**src/ffsa_pkg.sv**
```systemverilog
// Shared types, codes and constants of the first-fit span allocator.
package ffsa_pkg;

	localparam int MAX_BLOCKS_DEF = 8;
	localparam int MAX_SPANS_DEF  = 16;
	localparam int SIZE_BITS_DEF  = 32;

	localparam int ALIGN_W   = 17;
	localparam int MINBLK_W  = 32;
	localparam int REQ_W     = 32;
	localparam int ID_W      = 16;
	localparam int TOTAL_W   = 40;
	localparam int RND_W     = 33;
	localparam int CFG_W     = 32;
	localparam int IN_DATA_W  = 88;
	localparam int OUT_DATA_W = 160;

	localparam logic [ALIGN_W-1:0]  ALIGN_RST  = 17'd256;
	localparam logic [MINBLK_W-1:0] MINBLK_RST = 32'd33554432;

	typedef enum logic [0:0] {
		CFG_ALIGNMENT = 1'b0,
		CFG_MIN_BLOCK = 1'b1
	} cfg_idx_t;

	typedef enum logic [0:0] {
		ACT_ALLOC = 1'b0,
		ACT_FREE  = 1'b1
	} action_t;

	typedef enum logic [2:0] {
		ST_OK          = 3'd0,
		ST_BLOCK_FULL  = 3'd1,
		ST_SPAN_FULL   = 3'd2,
		ST_UNKNOWN     = 3'd3,
		ST_SIZE_OVF    = 3'd4
	} status_t;

	typedef enum logic [3:0] {
		S_IDLE,
		S_DIV,
		S_ACHK,
		S_ASCAN_RD,
		S_ASCAN_CMP,
		S_AUPD,
		S_AOPEN,
		S_ERASE_RD,
		S_ERASE_WR,
		S_FFIND,
		S_FREE_RD,
		S_FREE_CMP,
		S_FUPD,
		S_DONE
	} fsm_t;

endpackage

```
**src/ffsa_div.sv**
```systemverilog
// Bit-serial remainder unit for rounding request sizes to the alignment.
module ffsa_div (
	input  logic                          clk,
	input  logic                          arst_n,
	input  logic                          start,
	input  logic [ffsa_pkg::REQ_W-1:0]    dividend,
	input  logic [ffsa_pkg::ALIGN_W-1:0]  divisor,
	output logic                          done,
	output logic [ffsa_pkg::ALIGN_W-1:0]  rem
);

	localparam int STEP_W = $clog2(ffsa_pkg::REQ_W + 1);

	logic [ffsa_pkg::REQ_W-1:0]   num_q;
	logic [ffsa_pkg::ALIGN_W-1:0] den_q;
	logic [ffsa_pkg::ALIGN_W-1:0] rem_q;
	logic [STEP_W-1:0]            step_q;
	logic                         busy_q;
	logic                         done_q;
	logic [ffsa_pkg::ALIGN_W:0]   trial;

	assign trial = {rem_q, num_q[ffsa_pkg::REQ_W-1]};

	always_ff @(posedge clk or negedge arst_n) begin
		if (!arst_n) begin
			busy_q <= 1'b0;
			done_q <= 1'b0;
			step_q <= '0;
		end else begin
			done_q <= 1'b0;
			if (start) begin
				busy_q <= 1'b1;
				step_q <= '0;
			end else if (busy_q) begin
				step_q <= step_q + 1'b1;
				if (step_q == STEP_W'(ffsa_pkg::REQ_W - 1)) begin
					busy_q <= 1'b0;
					done_q <= 1'b1;
				end
			end
		end
	end

	always_ff @(posedge clk) begin
		if (start) begin
			num_q <= dividend;
			den_q <= divisor;
			rem_q <= '0;
		end else if (busy_q) begin
			num_q <= {num_q[ffsa_pkg::REQ_W-2:0], 1'b0};
			if (trial >= {1'b0, den_q})
				rem_q <= ffsa_pkg::ALIGN_W'(trial - {1'b0, den_q});
			else
				rem_q <= ffsa_pkg::ALIGN_W'(trial);
		end
	end

	assign done = done_q;
	assign rem  = rem_q;

endmodule

```
**config.mk**
```make
export PLATFORM = sky130hd
export DESIGN_NAME = ffsa_div
export DESIGN_NICKNAME = d
export VERILOG_FILES = /design/src/ffsa_pkg.sv /design/src/ffsa_div.sv
export SDC_FILE = /design/constraint.sdc
export NUM_CORES = 1
export LEC_CHECK = 0
export BUFFER_PORTS_ARGS = -buffer_cell sky130_fd_sc_hd__buf_2
export CAP_MARGIN = 15
export CORE_ASPECT_RATIO = 0.75
export CORE_MARGIN = 4
export CORE_UTILIZATION = 56
export DETAILED_ROUTE_END_ITERATION = 8
export PLACE_DENSITY = 0.9
export SYNTH_ARGS = -nofsm -noshare
export SYNTH_HDL_FRONTEND = slang
export SYNTH_SLANG_ARGS = --single-unit
```
**constraint.sdc**
```tcl
create_clock -name clk -period 2.7 [get_ports clk]
set_input_delay 0.54 -clock clk [delete_from_list [all_inputs] [get_ports clk]]
set_output_delay 0.54 -clock clk [all_outputs]
set_load 0.05 [all_outputs]
```
==> results.ini, run 1 <==
[pwr]
vdd_drop_max_mv = 0.408
leakagePower_nw = 1.92
power.switching_w = 0.00100
combPwrFrac_pct = 24.8
intPower_w = 0.00205
p_seq_share_pct = 45.7
switching_share_pct = 32.8
powerDensity_nw_per_um2 = 665
pwr-share-clk_pct = 29.6

[sta]
fin_crit_sh_pct = 96.0
setup_tns_ns = 0
clock-skew-final_ns = 0.0114
tightest_slew_ns = 0.619
hold_viol = 0
fmax_mhz = 386
drv_slew = 0
setup_viol = 0
rsz0062_at_grt = false
period_minus_slack_ns = 2.59
relSlewSlack_pct = 58.4

[setup_path]
r2r_slack_ns = 0.11
cp_max_fo = 7
cp_data_required_time_ns = 2.95
timing.rr.start = num_q[31]
endpoint_kind = register
worstPathArrival_ns = 2.84
r2r_end = rem[0]
r2r_cells = 10
start_kind = register
worstSetupPathType = register to register

[global_route]
antenna_found_initial = 0
grt_pass1_vias = 2838
grt_pass1_wl_mm = 14.6
grt_max_degree = 34
overflow = 0
grt_usage_pct = 22.6

[clock_network]
numCtsBuffers = 9
cts_root_buf = clkbuf_8
clk_path_buf_depth = 2
cts_max_level = 3
clkTransAtPathRegs_ns = 0.09
clk_latency_ns = 0.35
cts_tree = built
cts.sinks = 74

[flow_run]
cap_violations = 0

[synth]
synth_edf_count = 49
synth.avg_cell_area_um2 = 11.5
ys_async_sr_fraction_pct = 10.8
synth_top_area_share_pct = 37.6
ys_types = 59
ys.flop_type = edfxtp_1
yosys_warnings = 0
synth_seq_cells = 74
synth_area_leaders = edfxtp_1 (38%), mux2_2 (8.9%), dfxtp_1 (8.7%)
syn_area_um2 = 3910
yosysTopAreaCell = edfxtp_1
syn-instance-count = 340
ys_seq_area_share_pct = 51.4
synth_fp_nets = 411

[routing]
via_per_inst = 5.77
wl_mm = 8.91
antenna_left = 0
drt-wirelength-per-cell_um = 17.6
dr.first_iter.drc_count = 230
drt_first_pass_iters = 7
vias = 2913
route.detailed.drc = 0

[cells_and_area]
n_antenna_cell = 0
nets = 487
area_growth_pct = 17.2
fin_cells = 505
drive_gt1_share_pct = 34.7

[die]
core-area_um2 = 6800
dieArea_um2 = 8400
rows = 26
boundaryPins = 70
die_w_um = 105
initial_core_util_pct = 57.5
die_h_um = 80.4

[place]
hpwlAfterDp_mm = 6.67
place.gp.congestion = 0.888
dp_cells = 488
port_buffers = 69

[hold_path]
min_delay_path_depth = 1
hold_start = divisor[13]
hp-class = input port to register
min_to = den_q[13]

[outcome]
status = finished clean

[area by class of cell]
cell class,count,area (um^2)
tap,84,105
timing repair buffer,79,423
clock inverter,7,82.6
clock buffer,9,124
inverter,22,82.6
sequential,74,2010
multi-input combinational,230,1760
fill,508,2210
[metrics by stage]
| step | utilization [%] | total power (W) | hold WS (ns) | worst slack (ns) | cell area (um^2) |
|---|---|---|---|---|---|
| floorplan | - | 0.00194 | 0.244 | 0.229 | 3910 |
| global placement | 63.9 | 0.00211 | 0.384 | 0.161 | 4350 |
| detailed placement | 63.9 | 0.00215 | 0.389 | 0.0461 | 4350 |
| CTS | 67.2 | 0.00305 | 0.352 | 0.0461 | 4570 |
| global route | 67.4 | 0.00320 | 0.337 | 0.00850 | 4590 |
| finish | 67.4 | 0.00305 | 0.364 | 0.108 | 4590 |
[power groups by stage]
stage	clock, W	combinational (W)	sequential, W
floorplan	0	0.000438	0.00150
global route	0.000978	0.000816	0.00141
detailed placement	0	0.000730	0.00142
global placement	0	0.000701	0.00141
CTS	0.000912	0.000741	0.00139
finish	0.000902	0.000755	0.00139
[state kept, by name, summed over array words and instances (netlist names)]
register / cells
busy_q: 1
den_q: 17
done: 1
num_q: 32
rem: 17
step_q: 6
[per-layer routing]
layer  global-route usage, %  vias up  share of wire [%]
li1                        -     1413                  -
met1                    31.0     1374                 44
met2                    35.2      115                 46
met3                    6.02       11                7.9
met4                    6.91        0                1.2
met5                       0        -                  0
[cells in the final DEF (no fill, tap or decap), types with 13 or more instances in the layout]
cell,netlist,routed
a21oi_1,16,16
buf_2,0,69
dfxtp_1,17,17
edfxtp_1,49,49
ha_1,18,18
inv_1,22,22
mux2_2,31,31
nand2_1,29,29
nor2_1,16,16
xnor2_1,13,13
[worst max-delay path by stage]
| stage | start | to | slack [ns] | depth (start not counted) |
|---|---|---|---|---|
| 6_report | num_q[31] | rem[0] | 0.11 | 10 |
| 5_1_grt | den_q[0] | rem[5] | 0.008 | 9 |
| 4_1_cts | num_q[31] | rem[0] | 0.05 | 10 |
| 3_5_place_dp | num_q[31] | rem[0] | 0.05 | 10 |
| 3_3_place_gp | num_q[31] | rem[0] | 0.16 | 10 |
| 2_1_floorplan | rem[0] | rem[0] | 0.23 | 7 |
[cell usage after synthesis, drive strengths merged, types with 2 or more instances]
| library cell | n |
|---|---|
| edfxtp | 49 |
| nand2 | 32 |
| mux2 | 31 |
| inv | 22 |
| ha | 18 |
| nor2 | 18 |
| a21oi | 17 |
| dfxtp | 17 |
| o21ai | 15 |
| xnor2 | 13 |
| nand4 | 12 |
| o211ai | 9 |
| clkbuf | 8 |
| dfrtp | 8 |
| and2 | 7 |
| buf | 5 |
| nand2b | 5 |
| xor2 | 5 |
| a41oi | 4 |
| o31ai | 4 |
| a211oi | 3 |
| nand3 | 3 |
| nor3 | 3 |
| nor4 | 3 |
| a21o | 2 |
| a311oi | 2 |
| nor2b | 2 |
| o311ai | 2 |
[critical path, cell delays in order (launching register included)]
cell and delay (ns):
edfxtp_1 0.36, inv_1 0.08, ha_1 0.18, inv_1 0.06, fa_2 0.36, a21o_1 0.21, a311o_2 0.36, a21oi_4 0.21
or4_4 0.20, nand2_1 0.14, a221o_1 0.32
[logic make-up after synthesis]
kind of cell               Yosys count  share of synthesized area [%]
and+or+nand+nor                     92                           12.9
AOI/OAI and AO/OA                   69                           12.0
muxes                               32                           9.18
xor gates and xnor gates            18                           4.03
adders and majority gates           19                           6.27
buffers and inverters               36                           4.22
DFF                                 74                           51.4
[repair_timing]
| action | in CTS | in global routing |
|---|---|---|
| setup endpoints to repair | 1 | 10 |
| hold buffers | 1 | 0 |
| gates resized for setup | 1 | 3 |
| buffers inserted | 0 | 0 |
| endpoints found under the hold margin | 4 | 0 |
| pin swaps | 0 | 4 |
Note: power is estimated with default switching activity, not from simulation.
==> run 2, diff against run 1 <==
--- a/config.mk
+++ b/config.mk
@@ -11,6 +11,7 @@
 export CORE_MARGIN = 4
 export CORE_UTILIZATION = 56
 export DETAILED_ROUTE_END_ITERATION = 8
+export MAX_ROUTING_LAYER = met4
 export PLACE_DENSITY = 0.9
 export SYNTH_ARGS = -nofsm -noshare
 export SYNTH_HDL_FRONTEND = slang
==> constraint.sdc (replaced) <==
create_clock -name clk -period 2.42 [get_ports clk]
set_input_delay 0.484 -clock clk [delete_from_list [all_inputs] [get_ports clk]]
set_output_delay 0.484 -clock clk [all_outputs]
set_load 0.05 [all_outputs]
==> run 2 against run 1 <==
Effect of this change:
- the flow now finishes with violations (DRC, setup timing)
- combinational power rose by 27%
- first-iteration DRC count is 46% higher
- flip-flop and latch count stayed put
- clock-buffer cell count grew 2
- clock power rose by 3.8%
- utilization up 3.1 points
- critical path type unchanged
- largest power group unchanged
==> results.ini, run 2 (synthesis results as in run 1) <==
[global_route]
grt_pass1_vias = 2944  ; +3.7%
antenna_found_initial = 0  ; unchanged
overflow = 0  ; unchanged
grt_max_degree = 36  ; +5.9%
grt_usage_pct = 23.5  ; +0.90 points
grt_pass1_wl_mm = 14.7  ; +1.1%

[setup_path]
start_kind = register
slowest_delay_ns = 0.45  ; +0.09 ns
r2r_cells = 10  ; unchanged
cp_slowest_cell = a311o_2
r2r_slack_ns = -0.25  ; -0.36 ns
timing.rr.start = num_q[31]
startpoint = num_q[31]
crit_buf_inv = 2  ; unchanged
critPathTopFamily = compound AO/OA/AOI/OAI gates
r2r_end = rem[0]
cp_max_fo = 10  ; +3
endpoint_kind = register
crit_top_cell = inv_2
worstPathArrival_ns = 2.96  ; +0.12 ns
cp_data_required_time_ns = 2.70  ; -0.25 ns
crit_chain = inv_2 -> ha_4 -> inv_2 -> fa_2 -> a21o_1 -> a311o_2 -> a21oi_4 -> nor4_4 -> nor4_1 -> a221o_1
worstSetupPathType = register to register

[sta]
hold_viol = 0  ; unchanged
relSlewSlack_pct = 59.4  ; +1.0 points
setup_viol = 17  ; +17
fmax_mhz = 374  ; -3.0%
drv_slew = 0  ; unchanged
hold_ws_ns = 0.297  ; -0.0671 ns
clock-skew-final_ns = 0.0135  ; +0.00204 ns
fin_crit_sh_pct = 110  ; +14 points
period_minus_slack_ns = 2.67  ; +0.0808 ns
tightest_slew_ns = 0.604  ; -0.0149 ns
setup_slack_ns = -0.253  ; -0.361 ns
rsz0062_at_grt = true
setup_tns_ns = -1.54  ; -1.54 ns

[pwr]
leakagePower_nw = 2.02  ; +5.2%
vdd_drop_max_mv = 0.508  ; +25%
pwr-share-clk_pct = 27.1  ; -2.5 points
powerDensity_nw_per_um2 = 721  ; +8.3%
intPower_w = 0.00233  ; +14%
fin_total_pwr_w = 0.00346  ; +13%
switching_share_pct = 32.5  ; -0.29 points
p_seq_share_pct = 45.1  ; -0.6 points
power.switching_w = 0.00112  ; +12%
combPwrFrac_pct = 27.8  ; +3.0 points

[routing]
drt-wirelength-per-cell_um = 18.8  ; +6.8%
wl_mm = 9.80  ; +10%
wl_met2_mm = 4.56  ; +10%
via_per_inst = 6.05  ; +4.9%
vias = 3148  ; +8.1%
route.detailed.drc = 1  ; +1
drt_first_pass_iters = 9  ; +2
top_layer = met4
drt-met1-wl_mm = 3.95  ; -0.35%
dr.first_iter.drc_count = 336  ; +46%
antenna_left = 0  ; unchanged
met3WireLength_um = 902  ; +29%

[clock_network]
clk_path_buf_depth = 2  ; unchanged
cts_max_level = 3  ; unchanged
cts.sinks = 74  ; unchanged
cts_root_buf = clkbuf_8
cts_tree = built
clk_latency_ns = 0.36  ; about the same
numCtsBuffers = 9  ; unchanged
clkTransAtPathRegs_ns = 0.08  ; about the same

[die]
die_h_um = 80.4  ; unchanged
die_w_um = 105  ; unchanged
dieArea_um2 = 8400  ; unchanged
core-area_um2 = 6800  ; unchanged
boundaryPins = 70  ; unchanged
rows = 26  ; unchanged
initial_core_util_pct = 57.5  ; unchanged

[cells_and_area]
drive_gt1_share_pct = 40.8  ; +6.1 points
regMostFlops = num_q
fill_cells = 465  ; -8.5%
layout_common_cells = buf_2 (69), edfxtp_1 (49), mux2_2 (31)
largest_reg_flops = 32  ; unchanged
utilization_pct = 70.6  ; +3.1 points
final_common_cell = buf_2
nets = 502  ; +3.1%
design_area_um2 = 4800  ; +4.6%
area_growth_pct = 22.6
n_antenna_cell = 0  ; unchanged

[hold_path]
min_delay_path_depth = 1  ; unchanged
hold_start = divisor[1]
hp-class = input port to register
min_to = den_q[1]

[outcome]
status = finished, violations left
violations = DRC, setup timing

[place]
placed_cell_area_um2 = 4440  ; +2.2%
hpwlAfterDp_mm = 6.63  ; -0.55%
port_buffers = 69  ; unchanged
place.gp.congestion = 0.937  ; +5.5%

[flow_run]
cap_violations = 0  ; unchanged

-- run 2: final cells by class --
class | count | area (um^2) | share of cell area [%]
repair buffers | 93 | 548 | 11.4
flip-flops and latches | 74 | 2020 | 42.1
multi-input cells | 231 | 1850 | 38.7
clock inverters | 5 | 56.3 | 1.17
clock buffers | 11 | 131 | 2.74
inverters | 22 | 82.6 | 1.72
well taps | 84 | 105 | 2.19
-- run 2: worst reg2reg max path, stage by stage, from the launching register on --
cell and delay [ns]:
edfxtp_1 0.38, inv_2 0.10, ha_4 0.15, inv_2 0.04, fa_2 0.34, a21o_1 0.21
a311o_2 0.45, a21oi_4 0.18, nor4_4 0.10, nor4_1 0.43, a221o_1 0.23
-- run 2: per-stage QoR --
step           std cells  setup slack [ns]
2_1_floorplan        340           0.00904
3_3_place_gp         497           -0.0346
3_5_place_dp         497            -0.135
4_1_cts              516           -0.0259
5_1_grt              520            -0.254
6_report             520            -0.253
-- run 2: power groups by stage --
stage / Sequential [W] / Clock [W] / Combinational [W]
after floorplan: 0.00167 / 0 / 0.000493
after global placement: 0.00157 / 0 / 0.000815
after detailed placement: 0.00158 / 0 / 0.000850
after CTS: 0.00155 / 0.000946 / 0.000875
after global routing: 0.00157 / 0.00101 / 0.00101
final: 0.00156 / 0.000936 / 0.000961
-- run 2: how the worst max path moves through the flow --
| stage | endpoint | slack, ns | cells after the start |
|---|---|---|---|
| 2_1_floorplan | rem[0] | 0.009 | 10 |
| 3_3_place_gp | rem[0] | -0.03 | 10 |
| 3_5_place_dp | rem[0] | -0.14 | 10 |
| 4_1_cts | rem[8] | -0.03 | 10 |
| 5_1_grt | rem[0] | -0.25 | 10 |
| 6_report | rem[0] | -0.25 | 10 |
-- run 2: routing by layer --
metal / global-route usage [%] / vias up
met5: - / -
met4: 8.90 / 0
met3: 5.30 / 47
met2: 38.1 / 191
met1: 29.0 / 1465
li1: - / 1445
-- run 2: repair_timing --
action	4_1_cts	5_1_grt
hold buffers	1	0
endpoints found under the setup margin	17	17
resized for setup	6	16
endpoints found under the hold margin	8	0
cloned	0	1
pin swaps	6	7
setup buffers	2	3
==> run 3, diff against run 2 <==
--- a/config.mk
+++ b/config.mk
@@ -12,7 +12,7 @@
 export CORE_UTILIZATION = 56
 export DETAILED_ROUTE_END_ITERATION = 8
 export MAX_ROUTING_LAYER = met4
-export PLACE_DENSITY = 0.9
+export PLACE_DENSITY = 0.86
 export SYNTH_ARGS = -nofsm -noshare
 export SYNTH_HDL_FRONTEND = slang
 export SYNTH_SLANG_ARGS = --single-unit
==> run 3 against run 2 <==
Effect of this change:
- the flow finishes with violations (setup timing)
- worst hold slack improved by 0.0095 ns
- cell count up 0.19%
- sequential power hardly changed
- critical path type unchanged
- largest power group unchanged
- highest routed layer unchanged
==> results.ini, run 3 (synthesis results as in run 1) <==
[outcome]
status = finished, violations left
violations = setup timing

[pwr]
power.switching_w = 0.00116  ; +2.8%
p_seq_share_pct = 45.2  ; about the same
fin_total_pwr_w = 0.00345  ; -0.21%
vdd_drop_max_mv = 0.499  ; -1.8%
pwr-share-clk_pct = 27.3  ; +0.2 points
intPower_w = 0.00229  ; -1.7%
switching_share_pct = 33.5  ; +0.98 points
leakagePower_nw = 2.04  ; +0.97%
powerDensity_nw_per_um2 = 711  ; -1.4%
combPwrFrac_pct = 27.5  ; -0.3 points

[die]
dieArea_um2 = 8400  ; unchanged
rows = 26  ; unchanged
boundaryPins = 70  ; unchanged
initial_core_util_pct = 57.5  ; unchanged
die_h_um = 80.4  ; unchanged
core-area_um2 = 6800  ; unchanged
die_w_um = 105  ; unchanged

[setup_path]
crit_chain = inv_2 -> ha_4 -> inv_2 -> fa_2 -> a21o_1 -> a311o_2 -> a21oi_4 -> nor4_4 -> buf_4 -> nor4_1 -> a221o_1
start_kind = register
cp_max_fo = 6  ; -4
worstSetupPathType = register to register
endpoint_kind = register
crit_top_cell = inv_2
crit_buf_inv = 3  ; +1
critPathTopFamily = compound AO/OA/AOI/OAI gates
slowest_delay_ns = 0.38  ; -0.07 ns
cp_data_required_time_ns = 2.72  ; +0.02 ns
worstPathArrival_ns = 2.78  ; -0.18 ns
cp_slowest_cell = edfxtp_1

[cells_and_area]
final_common_cell = buf_2
design_area_um2 = 4850  ; +1.2%
nets = 503  ; +0.20%
area_growth_pct = 24.0
layout_common_cells = buf_2 (69), edfxtp_1 (49), mux2_2 (31)
drive_gt1_share_pct = 43.0  ; +2.2 points
fill_cells = 437  ; -6.0%
n_antenna_cell = 0  ; unchanged
regMostFlops = num_q
largest_reg_flops = 32  ; unchanged

[sta]
period_minus_slack_ns = 2.47  ; -0.198 ns
hold_ws_ns = 0.306  ; +0.00954 ns
fmax_mhz = 404  ; +8.0%
hold_viol = 0  ; unchanged
clock-skew-final_ns = 0.0149  ; +0.00139 ns
rsz0062_at_grt = true
setup_viol = 5  ; -12
relSlewSlack_pct = 68.6  ; +9.2 points
fin_crit_sh_pct = 102  ; -8.2 points
setup_tns_ns = -0.198  ; +1.34 ns
setup_slack_ns = -0.0549  ; +0.198 ns
drv_slew = 0  ; unchanged
tightest_slew_ns = 0.471  ; -0.133 ns

[clock_network]
cts_max_level = 3  ; unchanged
clkTransAtPathRegs_ns = 0.09  ; about the same
cts_tree = built
cts_root_buf = clkbuf_8
clk_path_buf_depth = 2  ; unchanged
cts.sinks = 74  ; unchanged
numCtsBuffers = 9  ; unchanged
clk_latency_ns = 0.36  ; about the same

[hold_path]
hp-class = input port to register

[routing]
drt_first_pass_iters = 5  ; -4
via_per_inst = 5.95  ; -1.8%
dr.first_iter.drc_count = 240  ; -29%
drt-wirelength-per-cell_um = 18.2  ; -3.2%
antenna_left = 0  ; unchanged
route.detailed.drc = 0  ; -1
wl_mm = 9.50  ; -3.0%
vias = 3098  ; -1.6%

[place]
pre_cts_ws_ns = -0.151  ; -0.0157 ns
placed_cell_area_um2 = 4430  ; -0.28%
hpwlAfterDp_mm = 6.60  ; -0.39%
place.gp.congestion = 0.927  ; -1.1%
port_buffers = 69  ; unchanged

[global_route]
antenna_found_initial = 0  ; unchanged
grt_pass1_wl_mm = 15.1  ; +2.5%
overflow = 0  ; unchanged
grt_max_degree = 33  ; -8.3%
grt_pass1_vias = 3037  ; +3.2%
grt_usage_pct = 23.7  ; +0.28 points

[flow_run]
cap_violations = 0  ; unchanged

## run 3: cell types whose count changed in the layout (fill, tap and decap cells not counted), sizes merged
cell,previous run,this run
inv,22,25
buf,92,94
bufinv,1,0
clkbuf,11,10
clkinv,3,2
nand2,33,32
## run 3: worst paths after layout
path	from	to	slack [ns]	cells past startpoint
setup / recovery	num_q[31]	rem[0]	-0.05	11
hold / removal	divisor[11]	den_q[11]	0.31	1
setup reg to reg	num_q[31]	rem[0]	-0.05	11
hold reg to reg	rem[15]	rem[15]	0.53	2
max in group asynchronous	arst_n	step_q[1]	1.77	2
min in group asynchronous	arst_n	step_q[5]	0.48	2
## run 3: power by group through the flow
stage	Clock [W]	Sequential (W)	Combinational, W
after floorplan	0	0.00167	0.000493
after global placement	0	0.00157	0.000819
after detailed placement	0	0.00158	0.000842
after CTS	0.000947	0.00155	0.000881
after global routing	0.00101	0.00157	0.00102
final	0.000942	0.00156	0.000948
## run 3: cell type report
| class | count | area [um^2] | area share [%] |
|---|---|---|---|
| well taps | 84 | 105 | 2.17 |
| flip-flops and latches | 74 | 2020 | 41.6 |
| repair buffers | 95 | 558 | 11.5 |
| inverters | 22 | 82.6 | 1.70 |
| clock buffers | 10 | 149 | 3.07 |
| clock inverters | 6 | 45.0 | 0.928 |
| multi-input cells | 230 | 1890 | 39.0 |
## run 3: routing by layer
| metal | track usage (%) | part of all wire (%) | up-vias |
|---|---|---|---|
| met5 | - | 0 | - |
| met4 | 7.44 | 2.3 | 0 |
| met3 | 5.46 | 8.9 | 34 |
| met2 | 37.3 | 46 | 141 |
| met1 | 30.9 | 43 | 1475 |
| li1 | - | - | 1448 |
## run 3: metrics by stage
stage,cells,utilization (%)
floorplan,340,-
global placement,497,65.2
detailed placement,497,65.2
CTS,518,69.4
global route,521,71.4
finish,521,71.4
## run 3: repair_timing
action / in CTS / in global routing
endpoints found under the hold margin: 8 / 0
hold buffers: 1 / 0
endpoints found under the setup margin: 17 / 17
pin swaps: 8 / 10
cloned: 0 / 0
resized for setup: 14 / 23
setup buffers: 4 / 3
